## src/sv/xoshiro_byte_generator_core_assert.svh

```systemverilog
// assertion macros shared by the generator rtl
`ifndef XOSHIRO_BYTE_GENERATOR_CORE_ASSERT_SVH
`define XOSHIRO_BYTE_GENERATOR_CORE_ASSERT_SVH

// condition in this cycle implies consequence in this cycle
`define XBG_ASSERT_IMPLY(lbl, ante, cons, msg) \
   lbl: assert property (@(posedge clock) disable iff (reset) (ante) |-> (cons)) \
      else $error(msg);

// condition in this cycle implies consequence in the next cycle
`define XBG_ASSERT_NEXT(lbl, ante, cons, msg) \
   lbl: assert property (@(posedge clock) disable iff (reset) (ante) |=> (cons)) \
      else $error(msg);

`endif

```

## src/sv/xbg_pkg.sv

```systemverilog
// types and constants of the xoshiro byte generator
package xbg_pkg;

   // request limits and counter sizes
   localparam int MAX_REQUEST     = 64;
   localparam int CNT_WIDTH       = $clog2(MAX_REQUEST + 1);
   localparam int GEN_WORDS       = 4;
   localparam int BYTES_PER_WORD  = 8;
   localparam int BYTE_IDX_WIDTH  = $clog2(BYTES_PER_WORD);
   localparam logic [BYTE_IDX_WIDTH-1:0] LAST_BYTE_INDEX = BYTE_IDX_WIDTH'(BYTES_PER_WORD - 1);

   // seeding and mixing constants
   localparam logic [63:0] SEED_MASK = 64'h5341504F5445524E;
   localparam logic [63:0] SM_GAMMA  = 64'h9E3779B97F4A7C15;
   localparam logic [63:0] SM_MUL1   = 64'hBF58476D1CE4E5B9;
   localparam logic [63:0] SM_MUL2   = 64'h94D049BB133111EB;
   localparam logic [63:0] ZERO_FIX  = 64'h6A09E667F3BCC909;
   localparam logic [63:0] MUL_BY_5  = 64'd5;
   localparam logic [63:0] MUL_BY_9  = 64'd9;

   // action codes
   localparam logic ACTION_SEED     = 1'b0;
   localparam logic ACTION_GENERATE = 1'b1;

   // status codes
   localparam logic [1:0] STATUS_OK        = 2'd0;
   localparam logic [1:0] STATUS_TOO_LARGE = 2'd1;
   localparam logic [1:0] STATUS_NOT_INIT  = 2'd2;

   // capability codes
   localparam logic [1:0] CAP_UNAVAILABLE = 2'd0;
   localparam logic [1:0] CAP_DEGRADED    = 2'd1;
   localparam logic [1:0] CAP_INITIALIZED = 2'd2;

   // request word
   typedef struct packed {
      logic        action;
      logic [63:0] entropy;
      logic        entropy_valid;
      logic [7:0]  request_length;
   } req_type;

   // response word
   typedef struct packed {
      logic [7:0]  data_byte;
      logic        byte_valid;
      logic [1:0]  status;
      logic [1:0]  capability;
      logic [63:0] byte_count;
      logic        last;
   } rsp_type;

endpackage

```

## src/sv/xbg_mul64.sv

```systemverilog
// 64 by 64 multiplier, low half, from three 32 by 32 partial products
module xbg_mul64 (
   input  logic        clock,
   input  logic        reset,
   input  logic        start,
   input  logic [63:0] a,
   input  logic [63:0] b,
   output logic        done,
   output logic [63:0] product
);

   localparam logic [1:0] PHASE_LO    = 2'd0;
   localparam logic [1:0] PHASE_CROSS = 2'd1;
   localparam logic [1:0] PHASE_LAST  = 2'd2;

   logic        active_ff, active_in;
   logic        done_ff, done_in;
   logic [1:0]  phase_ff, phase_in;
   logic [63:0] a_ff, b_ff;
   logic [63:0] acc_ff, acc_in;
   logic [31:0] op_a, op_b;
   logic [63:0] partial;

   // operand select: lo*lo, then lo*hi, then hi*lo
   always_comb begin
      op_a    = (phase_ff == PHASE_LAST)  ? a_ff[63:32] : a_ff[31:0];
      op_b    = (phase_ff == PHASE_CROSS) ? b_ff[63:32] : b_ff[31:0];
      partial = 64'(op_a) * 64'(op_b);
   end

   // accumulate, cross terms only touch the upper half
   always_comb begin
      if (phase_ff == PHASE_LO) begin
         acc_in = partial;
      end else begin
         acc_in = acc_ff + {partial[31:0], 32'd0};
      end
   end

   // phase control
   always_comb begin
      active_in = active_ff;
      phase_in  = phase_ff;
      done_in   = active_ff && (phase_ff == PHASE_LAST);
      if (start) begin
         active_in = 1'b1;
         phase_in  = PHASE_LO;
      end else if (active_ff) begin
         phase_in = phase_ff + 2'd1;
         if (phase_ff == PHASE_LAST) begin
            active_in = 1'b0;
         end
      end
   end

   always_ff @(posedge clock) begin
      if (reset) begin
         active_ff <= 1'b0;
         done_ff   <= 1'b0;
         phase_ff  <= PHASE_LO;
      end else begin
         active_ff <= active_in;
         done_ff   <= done_in;
         phase_ff  <= phase_in;
      end
   end

   // operands and accumulator
   always_ff @(posedge clock) begin
      if (start) begin
         a_ff <= a;
         b_ff <= b;
      end
      if (active_ff) begin
         acc_ff <= acc_in;
      end
   end

   assign done    = done_ff;
   assign product = acc_ff;

endmodule

```

## src/sv/xoshiro_byte_generator_core.sv

```systemverilog
// top level: xoshiro256** byte generator with splitmix64 seeding and its sequencer
// One request word is taken at a time; req_stall stays high until its last response word
// has been loaded into the output register. All multiplications go through one shared
// 64-bit multiplier that forms each product from three 32x32 partial products and
// registers the result. A seed takes four splitmix64 steps. A generate request of n
// bytes draws ceil(n/8) words; each word costs two products, then one byte per cycle
// while the response side takes words. The products of the next word start with the
// last byte of the word before. A rejected or zero-length request gives one response word.
`include "xoshiro_byte_generator_core_assert.svh"

module xoshiro_byte_generator_core (
   input  logic            clock,
   input  logic            reset,
   input  logic            req_valid,
   output logic            req_stall,
   input  xbg_pkg::req_type req_data,
   output logic            rsp_valid,
   input  logic            rsp_stall,
   output xbg_pkg::rsp_type rsp_data
);

   typedef enum logic [8:0] {
      ST_IDLE    = 9'b000000001,
      ST_SM_ADD  = 9'b000000010,
      ST_SM_MUL1 = 9'b000000100,
      ST_SM_MUL2 = 9'b000001000,
      ST_SM_FIX  = 9'b000010000,
      ST_XO_MUL5 = 9'b000100000,
      ST_XO_MUL9 = 9'b001000000,
      ST_EMIT    = 9'b010000000,
      ST_RESP    = 9'b100000000
   } state_type;

   state_type                          state_ff, state_in;
   xbg_pkg::req_type                   req_ff, req_in;
   logic [63:0]                        gen_ff [xbg_pkg::GEN_WORDS];
   logic [63:0]                        gen_in [xbg_pkg::GEN_WORDS];
   logic [63:0]                        acc_ff, acc_in;
   logic [63:0]                        word_ff, word_in;
   logic [1:0]                         j_ff, j_in;
   logic [1:0]                         cap_ff, cap_in;
   logic [63:0]                        issued_ff, issued_in;
   logic [xbg_pkg::CNT_WIDTH-1:0]      cnt_ff, cnt_in;
   logic [xbg_pkg::BYTE_IDX_WIDTH-1:0] byte_idx_ff, byte_idx_in;
   logic [1:0]                         resp_status_ff, resp_status_in;
   logic                               rsp_valid_ff;
   xbg_pkg::rsp_type                   rsp_data_ff;

   logic             mul_start, mul_done;
   logic [63:0]      mul_a, mul_b, mul_product;
   logic             rsp_load, out_free, req_accept, all_zero;
   xbg_pkg::rsp_type rsp_next;
   logic [63:0]      acc_sum, sm_x1, sm_x2, sm_out, xo_rot;
   logic [63:0]      xo_t, xo_s0, xo_s1, xo_s2, xo_s3, xo_s3x;
   logic             mul_wait, seed_done, byte_load;

   // shared multiplier
   xbg_mul64 u_mul (
      .clock   (clock),
      .reset   (reset),
      .start   (mul_start),
      .a       (mul_a),
      .b       (mul_b),
      .done    (mul_done),
      .product (mul_product)
   );

   // splitmix64 and output mixing around the multiplier
   always_comb begin
      acc_sum  = acc_ff + xbg_pkg::SM_GAMMA;
      sm_x1    = acc_sum ^ (acc_sum >> 30);
      sm_x2    = mul_product ^ (mul_product >> 27);
      sm_out   = mul_product ^ (mul_product >> 31);
      xo_rot   = {mul_product[56:0], mul_product[63:57]};
      all_zero = ((gen_ff[0] | gen_ff[1] | gen_ff[2] | gen_ff[3]) == 64'd0);
   end

   // xoshiro256 state transition
   always_comb begin
      xo_t   = gen_ff[1] << 17;
      xo_s2  = gen_ff[2] ^ gen_ff[0];
      xo_s3x = gen_ff[3] ^ gen_ff[1];
      xo_s1  = gen_ff[1] ^ xo_s2;
      xo_s0  = gen_ff[0] ^ xo_s3x;
      xo_s3  = {xo_s3x[18:0], xo_s3x[63:19]};
   end

   assign req_accept = req_valid && !req_stall;
   assign out_free   = !rsp_valid_ff || !rsp_stall;

   // sequencer
   always_comb begin
      state_in       = state_ff;
      req_in         = req_ff;
      gen_in         = gen_ff;
      acc_in         = acc_ff;
      word_in        = word_ff;
      j_in           = j_ff;
      cap_in         = cap_ff;
      issued_in      = issued_ff;
      cnt_in         = cnt_ff;
      byte_idx_in    = byte_idx_ff;
      resp_status_in = resp_status_ff;
      mul_start      = 1'b0;
      mul_a          = gen_ff[1];
      mul_b          = xbg_pkg::MUL_BY_5;
      rsp_load       = 1'b0;
      rsp_next.data_byte    = 8'd0;
      rsp_next.byte_valid   = 1'b0;
      rsp_next.status       = resp_status_ff;
      rsp_next.capability   = cap_ff;
      rsp_next.byte_count   = issued_ff;
      rsp_next.last         = 1'b1;

      case (state_ff)
         ST_IDLE: begin
            if (req_accept) begin
               req_in = req_data;
               if (req_data.action == xbg_pkg::ACTION_SEED) begin
                  acc_in   = req_data.entropy ^ xbg_pkg::SEED_MASK;
                  j_in     = 2'd0;
                  state_in = ST_SM_ADD;
               end else if (req_data.request_length > 8'(xbg_pkg::MAX_REQUEST)) begin
                  resp_status_in = xbg_pkg::STATUS_TOO_LARGE;
                  state_in       = ST_RESP;
               end else if (cap_ff == xbg_pkg::CAP_UNAVAILABLE) begin
                  resp_status_in = xbg_pkg::STATUS_NOT_INIT;
                  state_in       = ST_RESP;
               end else if (req_data.request_length == 8'd0) begin
                  resp_status_in = xbg_pkg::STATUS_OK;
                  state_in       = ST_RESP;
               end else begin
                  cnt_in    = req_data.request_length[xbg_pkg::CNT_WIDTH-1:0];
                  mul_start = 1'b1;
                  state_in  = ST_XO_MUL5;
               end
            end
         end
         // splitmix64 step: add gamma, then two xor-shift-multiply rounds
         ST_SM_ADD: begin
            acc_in    = acc_sum;
            mul_start = 1'b1;
            mul_a     = sm_x1;
            mul_b     = xbg_pkg::SM_MUL1;
            state_in  = ST_SM_MUL1;
         end
         ST_SM_MUL1: begin
            if (mul_done) begin
               mul_start = 1'b1;
               mul_a     = sm_x2;
               mul_b     = xbg_pkg::SM_MUL2;
               state_in  = ST_SM_MUL2;
            end
         end
         ST_SM_MUL2: begin
            if (mul_done) begin
               gen_in[j_ff] = sm_out;
               if (j_ff == 2'(xbg_pkg::GEN_WORDS - 1)) begin
                  state_in = ST_SM_FIX;
               end else begin
                  j_in     = j_ff + 2'd1;
                  state_in = ST_SM_ADD;
               end
            end
         end
         // all-zero state guard and capability update
         ST_SM_FIX: begin
            if (all_zero) begin
               gen_in[0] = xbg_pkg::ZERO_FIX;
            end
            issued_in      = 64'd0;
            cap_in         = req_ff.entropy_valid ? xbg_pkg::CAP_INITIALIZED
                                                  : xbg_pkg::CAP_DEGRADED;
            resp_status_in = xbg_pkg::STATUS_OK;
            state_in       = ST_RESP;
         end
         // output word: rotl(s1 * 5, 7) * 9, then advance the state
         ST_XO_MUL5: begin
            if (mul_done) begin
               mul_start = 1'b1;
               mul_a     = xo_rot;
               mul_b     = xbg_pkg::MUL_BY_9;
               state_in  = ST_XO_MUL9;
            end
         end
         ST_XO_MUL9: begin
            if (mul_done) begin
               word_in     = mul_product;
               gen_in[0]   = xo_s0;
               gen_in[1]   = xo_s1;
               gen_in[2]   = xo_s2 ^ xo_t;
               gen_in[3]   = xo_s3;
               byte_idx_in = '0;
               state_in    = ST_EMIT;
            end
         end
         // one byte per free output slot, least significant first
         ST_EMIT: begin
            if (out_free) begin
               rsp_load              = 1'b1;
               rsp_next.data_byte    = word_ff[7:0];
               rsp_next.byte_valid   = 1'b1;
               rsp_next.status       = xbg_pkg::STATUS_OK;
               rsp_next.byte_count   = issued_ff + 64'd1;
               rsp_next.last         = (cnt_ff == xbg_pkg::CNT_WIDTH'(1));
               issued_in             = issued_ff + 64'd1;
               word_in               = word_ff >> 8;
               cnt_in                = cnt_ff - xbg_pkg::CNT_WIDTH'(1);
               byte_idx_in           = byte_idx_ff + xbg_pkg::BYTE_IDX_WIDTH'(1);
               if (cnt_ff == xbg_pkg::CNT_WIDTH'(1)) begin
                  state_in = ST_IDLE;
               end else if (byte_idx_ff == xbg_pkg::LAST_BYTE_INDEX) begin
                  mul_start = 1'b1;
                  state_in  = ST_XO_MUL5;
               end
            end
         end
         // single status word
         ST_RESP: begin
            if (out_free) begin
               rsp_load = 1'b1;
               state_in = ST_IDLE;
            end
         end
         default: begin
            state_in = ST_IDLE;
         end
      endcase
   end

   // control registers
   always_ff @(posedge clock) begin
      if (reset) begin
         state_ff  <= ST_IDLE;
         cap_ff    <= xbg_pkg::CAP_UNAVAILABLE;
         issued_ff <= 64'd0;
         for (int i = 0; i < xbg_pkg::GEN_WORDS; i++) begin
            gen_ff[i] <= 64'd0;
         end
      end else begin
         state_ff  <= state_in;
         cap_ff    <= cap_in;
         issued_ff <= issued_in;
         gen_ff    <= gen_in;
      end
   end

   // working registers
   always_ff @(posedge clock) begin
      req_ff         <= req_in;
      acc_ff         <= acc_in;
      word_ff        <= word_in;
      j_ff           <= j_in;
      cnt_ff         <= cnt_in;
      byte_idx_ff    <= byte_idx_in;
      resp_status_ff <= resp_status_in;
   end

   // output register
   always_ff @(posedge clock) begin
      if (reset) begin
         rsp_valid_ff <= 1'b0;
      end else if (rsp_load) begin
         rsp_valid_ff <= 1'b1;
      end else if (!rsp_stall) begin
         rsp_valid_ff <= 1'b0;
      end
   end

   always_ff @(posedge clock) begin
      if (rsp_load) begin
         rsp_data_ff <= rsp_next;
      end
   end

   assign req_stall = (state_ff != ST_IDLE);
   assign rsp_valid = rsp_valid_ff;
   assign rsp_data  = rsp_data_ff;

   // terms for the checks
   assign mul_wait  = (state_ff == ST_SM_MUL1) || (state_ff == ST_SM_MUL2) ||
                      (state_ff == ST_XO_MUL5) || (state_ff == ST_XO_MUL9);
   assign seed_done = (issued_ff == 64'd0) && (cap_ff != xbg_pkg::CAP_UNAVAILABLE) &&
                      (state_ff == ST_RESP);
   assign byte_load = rsp_load && rsp_next.byte_valid;

   // checks
   `XBG_ASSERT_IMPLY(a_mul_done_awaited, mul_done, mul_wait, "product arrived while not waiting")
   `XBG_ASSERT_NEXT(a_seed_sets_state, state_ff == ST_SM_FIX, seed_done, "seed not applied")
   `XBG_ASSERT_IMPLY(a_emit_has_bytes, state_ff == ST_EMIT, cnt_ff != '0, "no bytes left")
   `XBG_ASSERT_NEXT(a_count_step, byte_load, issued_ff == $past(issued_ff) + 64'd1, "bad count")

endmodule

```

## config.mk

```make
export PLATFORM = sky130hd
export DESIGN_NAME = xoshiro_byte_generator_core
export DESIGN_NICKNAME = d
export VERILOG_FILES = /design/src/sv/xbg_pkg.sv /design/src/sv/xbg_mul64.sv /design/src/sv/xoshiro_byte_generator_core.sv
export VERILOG_INCLUDE_DIRS = /design/src /design/src/sv
export SDC_FILE = /design/constraint.sdc
export NUM_CORES = 2
export LEC_CHECK = 0
export ABC_AREA = 1
export BUFFER_PORTS_ARGS = -buffer_cell sky130_fd_sc_hd__buf_4
export CAP_MARGIN = 40
export CORE_ASPECT_RATIO = 0.5
export CORE_MARGIN = 5
export CORE_UTILIZATION = 40
export DETAILED_ROUTE_END_ITERATION = 7
export PLACE_DENSITY = 0.55
export REMOVE_ABC_BUFFERS = 1
export SYNTH_ARGS = -nofsm -noshare
export SYNTH_HDL_FRONTEND = slang
export SYNTH_SLANG_ARGS = --single-unit
```

## constraint.sdc

```tcl
create_clock -name clock -period 11 [get_ports clock]
set_input_delay 0.55 -clock clock [delete_from_list [all_inputs] [get_ports clock]]
set_output_delay 0.55 -clock clock [all_outputs]
set_load 0.1 [all_outputs]
```

# ---- Yosys cells after proc, flatten, opt, wreduce, memory -nomap -nowiden
# Index checks and enable logic that the tools add are counted.
# W data, S select, Z words.
dict set report classes {
  n_eq_ne 32
  n_bitwise 13
  n_reduce_logical 33
  muxes 83
  magnitude_cmp 3
  n_addsub 7
  multipliers 1
}
# cell count
set ops {}
lappend ops {{$mux W64} 11}
lappend ops {{$pmux W64 S3} 3}
lappend ops {{$mux W256} 2}
lappend ops {{$pmux W192 S2} 1}
lappend ops {{$pmux W64 S2} 3}
lappend ops {{$xor A64 B64 Y64} 5}
lappend ops {{$bwmux W256} 1}
lappend ops {{$or A64 B64 Y64} 3}
lappend ops {{$mux W65} 2}
lappend ops {{$demux W64 S2} 1}
lappend ops {{$mux W9} 13}
lappend ops {{$pmux W9 S9} 1}
lappend ops {{$add A64 B1 Y64 const B} 1}
lappend ops {{$add A64 B64 Y64} 1}
lappend ops {{$add A64 B64 Y64 const B} 1}
lappend ops {{$logic_not A64 Y1} 1}
lappend ops {{$mul A32 B32 Y64} 1}
lappend ops {{$mux W32} 2}
lappend ops {{$xor A64 B33 Y64} 1}
lappend ops {{$xor A64 B34 Y64} 1}
lappend ops {{$xor A64 B37 Y64} 1}
lappend ops {{$mux W7} 6}
lappend ops {{$not A26 Y26} 1}
lappend ops {{$mux W2} 11}
lappend ops {{other kinds (47)} 98}
dict set report totals {
  word_cells 199
  input_bits 78
  ff_bits 749
  out_inout_bits 80
}

# ---- Logic depth before layout (Yosys ltp)
dict set report logic_depth {
  depth_word 8
  mapped_depth 47
  mapped_depth_nobuf 45
}

# ---- Modules after synthesis
# A second synthesis with hierarchy kept.
dict set report unflattened {
  cells_unflattened 10482
  area_unflattened_um2 78860.6
}
# module cells_each area_per_inst_um2 n_inst seq_area_each_um2
set by_module_without_submodules {}
lappend by_module_without_submodules {xbg_mul64 4988 42346.9 1 5845.6}
lappend by_module_without_submodules {xoshiro_byte_generator_core 5494 36513.8 1 13282.7}

# ---- Worst setup path after synthesis
# OpenSTA, ideal clock, no wires.
dict set report synth_path {
  kind {reg-to-reg}
  start {register u_mul.phase_ff[0]}
  end {register u_mul.acc_ff[63] (netlist: u_mul.product[63]), data pin}
  path_stages_with_launch 44
  setup_slack_ps 2106
  t_required_ps 10746
  t_arrival_ps 8640
  period_less_slack_ps 8894
  setup_ps 254
  n_path_buf 2
  path_cell_list {dfxtp_1 > inv_1 > ha_1 > buf_2 > clkbuf_1 > o21ai_1 > clkinv_1 > nor2_1 > inv_1 > fa_1 > inv_1 > fa_1 > fa_1 > inv_1 > fa_1 > inv_1 > fa_1 > inv_1 > (+8 left out) > inv_1 > nand3_1 > or2_2 > nand3_1 > xor2_1 > inv_1 > ha_1 > nand2_1 > nor2_1 > inv_1 > nor2_1 > inv_1 > nor3_1 > nand2_1 > o211ai_1 > nand3_1 > nand3_1 > nand2_1}
}
dict set report synth_between {
  elab_chain_cells 5
  elab_cells_between_ends 8
  classes_between {add/sub: 1; mul: 1; eq/ne: 2; mux: 3; reduce/logical: 1}
}
# element line_no
set synth_rtl {}
lappend synth_rtl {{from (decl)} xbg_mul64.sv:18} ;# logic [1:0] phase_ff, phase_in;
lappend synth_rtl {{from (signal assigned)} xbg_mul64.sv:64} ;# phase_ff <= phase_in;
lappend synth_rtl {{$eq A2 B2 Y1 / $eq A2 B1 Y1 (equally long branches)} {xbg_mul64.sv:26, xbg_mul64.sv:27}}
lappend synth_rtl {{$mux W32 (on tied branches)} {xbg_mul64.sv:26, xbg_mul64.sv:27}}
lappend synth_rtl {{$mul A32 B32 Y64} xbg_mul64.sv:28} ;# partial = 64'(op_a) * 64'(op_b);
lappend synth_rtl {{$add A64 B64 Y64} xbg_mul64.sv:36} ;# acc_in = acc_ff + {partial[31:0], 32'd0};
lappend synth_rtl {{$mux W64 (*)} xbg_mul64.sv:33} ;# if (phase_ff == PHASE_LO) begin
lappend synth_rtl {{via u_mul.acc_in[63]} xbg_mul64.sv:20} ;# logic [63:0] acc_ff, acc_in;
lappend synth_rtl {{to (signal assigned)} xbg_mul64.sv:75} ;# acc_ff <= acc_in;
lappend synth_rtl {{to (decl)} xbg_mul64.sv:20}
# Mark *: on every way through the listed nets, which the timed path passes. The rest lies on a longest branch.
# A chain may end at the register's enable or synchronous reset.

# ---- Worst setup path after layout
# Same ends and word-level chain as after synthesis.

==> out/summary.md <==
Summing over every cut layer, the via total after detailed routing is 69729. Broken down by cell family, the worst path's largest delay share belongs to adder cells. The count of unresolved DRC violations after routing was 1; the highest achievable clock rate was 95.5 MHz.

The tools report the remaining antenna violation count as 0. The tools report the violation count after the first detailed-route iteration as 9473. By area the synthesized netlist is led by sky130_fd_sc_hd__fa_1, sky130_fd_sc_hd__edfxtp_1, sky130_fd_sc_hd__nand2_1, sky130_fd_sc_hd__dfxtp_1, sky130_fd_sc_hd__inv_1.

Clock skew on the completed layout was measured at 29.7 ps. The area of the multi-input gates is 48800 µm². The number of clock buffers added by TritonCTS is 80. Counting the fill cells in the layout gives 19054. Top fanout value on the critical path: 38.

The arithmetic-cell share of the synthesized area counting full adders, half adders and majority gates was 0.285. For this run, the slowest stage of the critical path takes 680 ps. The clock insertion delay at the later pin of the skew report was 720 ps. The average instance area after synthesis works out to 7.53 µm². The proportion of synthesized chip area in sequential cells was 0.233; the count of cells along the worst register-to-register path was 43.

From bottom edge to top edge, the die measures 315 µm. Average wire per cell in the routed design: 27.5 µm. Pin slew with the least headroom to its limit: 1030 ps. Setup repair after global routing left no endpoint under its margin. The register-to-register setup slack is 530 ps. The critical path is of the reg2reg type. Post-synthesis mux area share: 0.

The number of global-route vias before repair came out at 67020. The total track usage was 0.346. Startpoint type of the worst setup path: a flip-flop. Pin placement for this block handled 158 I/O pins. The sink of the worst hold path is acc_ff[59]$_DFFE_PP_. After clock tree synthesis, the clock-pin slew on the worst setup and hold paths is 60 ps.

The share of async-settable or async-resettable flops after synthesis works out to 0. Slowest stage cell on the critical path: sky130_fd_sc_hd__nor2_1. The period utilization was 0.952.

Compared with the post-synthesis result, the final layout area differs by 9.64%. The cell sitting at the root of the clock tree is a sky130_fd_sc_hd__clkbuf_16. The class of the tightest hold or removal check is in2reg. The sequential cells in the finished layout cover a total of 17400 µm². At the end of the flow, the number of nets in the layout was 11187. Data on the critical path arrives at its endpoint at 10920 ps. The worst setup path is captured at a flip-flop. The tools report the post-synthesis instance total as 9880.

Max-cap violations in this run came to 0. The count of distinct cell types in the synthesized netlist came out at 56. The initial antenna violation count came out at 27.

The logs give 0.0973 for the global-route track usage on met3 and 0 for the final global-route overflow total. For this run, the leading register cell type out of synthesis is sky130_fd_sc_hd__edfxtp_1. After legalization and detailed placement, the total HPWL measured 279 mm. The number of H-tree levels is 3, and the area fraction in compound gates after synthesis is 0.115. Setup violations remaining at the end of the flow were counted as 0. The clock sink count came out at 690. The dominant combinational cell family by area after synthesis was adder cells. Hold path startpoint: req_data[68].

The tools report the global routing usage on met1 as 0.497. The area of the mapped netlist is 74400 µm², and the wire length reported by the detailed router is 342 mm. TritonCTS built the clock tree. The total iterations of the first detailed-routing run is 8. The post-synthesis xor/xnor area fraction is 0.0337, and the area fraction in and, or, nand and nor cells after synthesis is 0.221. Among all cell types in the netlist, the one instantiated most often is sky130_fd_sc_hd__nand2_1. The logs give 0.404 for the starting density of the core and 0.306 for the worst slew margin relative to its limit.

The fraction of layout instances using a drive strength above 1 was 0.0578. Number of endpoints with negative hold slack in the final report: 0. In this run the core area contains 111 standard-cell rows. Counting along the longest clock path gives a buffer depth of 3.

The number of buffers and inverters on the critical path is 14, and the number of flops mapped to enable cells by yosys is 354. The startpoint identified for the worst register-to-register timing path is u_mul.phase_ff[0]$_SDFFE_PP0P_. The core area was 184000 µm². Data on the critical path is required at its endpoint by 11450 ps. The flow ran to the end, but the final reports show violations. Global-route met2 utilization: 0.496. The logs give 0 for the number of max-slew violations in the final report and 1.06 for the weighted congestion at the end of routability-driven global placement. The Yosys step of the flow raised 0 warnings.

The worst register-to-register path ends at u_mul.product[63]$_DFFE_PP_. Of all cell types, the one taking the most synthesized area is sky130_fd_sc_hd__fa_1. The final reports fail on DRC. The most congested layer reported by global routing was met1.

The critical path's most frequent cell was sky130_fd_sc_hd__inv_1. The largest net degree at the start of global routing was 105; the portion of synthesized cell area occupied by the leading cell type was 0.223. The number of port buffers is 157. Counting I/O delays and the setup requirement, the final critical path takes 10470 ps.

The number of vias per cell works out to 5.59. The number of post-CTS setup repair buffers was 0; the count of cells along the worst hold path was 3. First-pass GRT wire length: 489 mm. The number of synthesized register bits came out at 690.

By count the netlist is led by sky130_fd_sc_hd__nand2_1, sky130_fd_sc_hd__inv_1, sky130_fd_sc_hd__nor2_1. Adding up every negative setup slack in the final design gives 0 ps. The run gives 195000 µm² as the floorplan die area.

The die span in x works out to 620 µm.
final cells by class:
cell class	count	area share
timing repair buffer	353	0.0349
inverter	1758	0.0811
tap	2486	0.0381
multi-input combinational	7025	0.598
clock buffer	106	0.0271
sequential	690	0.213
antenna	5	0.000153
clock inverter	40	0.00756
logic make-up (layout without fill, tap and decap cells):
logic type,Yosys count,after routing
AO/OA/AOI/OAI,1532,1532
other,0,5
flip-flops,690,690
XOR/XNOR,286,286
buffers and inverters,2165,2257
adder cells (fa/ha/maj),1201,1201
AND/OR/NAND/NOR,4006,4006
routing by layer:
layer	wire length, µm	part of all wire
met2	139000	0.41
met5	301	0.00088
met1	149000	0.43
met4	14700	0.043
met3	39300	0.11
through the flow:
step                      hold slack (ps)  worst slack (ps)  cell area [µm²]  utilization  cells
final                                 140               532            81600        0.443  12463
after detailed placement              448               378            78700        0.428  12308
after CTS                            95.7               349            81500        0.443  12455
after global placement                441               184            78400        0.426  12288
after global routing                  117              56.6            81600        0.443  12461
after floorplan                       426              1040            72700            -   9473
cell usage in the layout (no fill, tap or decap), drive strengths merged, types with 22 or more instances in the layout:
cell type,count
a311oi,30
edfxtp,354
o211ai,47
xnor2,88
nand2,1884
nor3,231
a211oi,33
clkinv,26
dfxtp,336
xor2,198
inv,1757
nand4,72
a21oi,587
nand3,516
fa,828
ha,373
o21ai,667
a31oi,26
clkbuf,107
buf,351
or2,29
o22ai,30
nand3b,22
nor2,1237
tightest hold or removal path, stage by stage:
cell and delay [ps]:
sky130_fd_sc_hd__buf_4 80, sky130_fd_sc_hd__nand2_1 40, sky130_fd_sc_hd__nand2_1 50
worst max path at each step:
stage                                         from                           to  slack (ps)  cells after the start
finish              u_mul.phase_ff[0]$_SDFFE_PP0P_  u_mul.product[63]$_DFFE_PP_         530                     43
global route        u_mul.phase_ff[0]$_SDFFE_PP0P_  u_mul.product[63]$_DFFE_PP_          60                     43
CTS                 u_mul.phase_ff[0]$_SDFFE_PP0P_  u_mul.product[63]$_DFFE_PP_         350                     41
detailed placement  u_mul.phase_ff[0]$_SDFFE_PP0P_  u_mul.product[63]$_DFFE_PP_         380                     41
global placement    u_mul.phase_ff[0]$_SDFFE_PP0P_  u_mul.product[63]$_DFFE_PP_         180                     41
floorplan                 state_ff[5]$_SDFFE_PP0P_      gen_ff[64]$_SDFFE_PP0P_        1040                      8
state kept, by name, summed over array words and instances, names as in the netlist:
name,cells
gen_ff,256
rsp_data,78
acc_ff,64
issued_ff,64
u_mul.a_ff,64
u_mul.product,64
word_ff,64
state_ff,9
cnt_ff,7
u_mul.b_ff,5
byte_idx_ff,3
cap_ff,2
j_ff,2
resp_status_ff,2
u_mul.phase_ff,2
req_ff,1
rsp_valid,1
u_mul.active_ff,1
u_mul.done,1
what timing repair did:
action	4_1_cts	5_1_grt
setup endpoints to repair	0	5
hold buffers	1	0
endpoints found under the hold margin	1	0
resized for setup	0	2
Power is not shown: default switching activity piles up to over one toggle a cycle in this logic, so the estimate is an artifact.
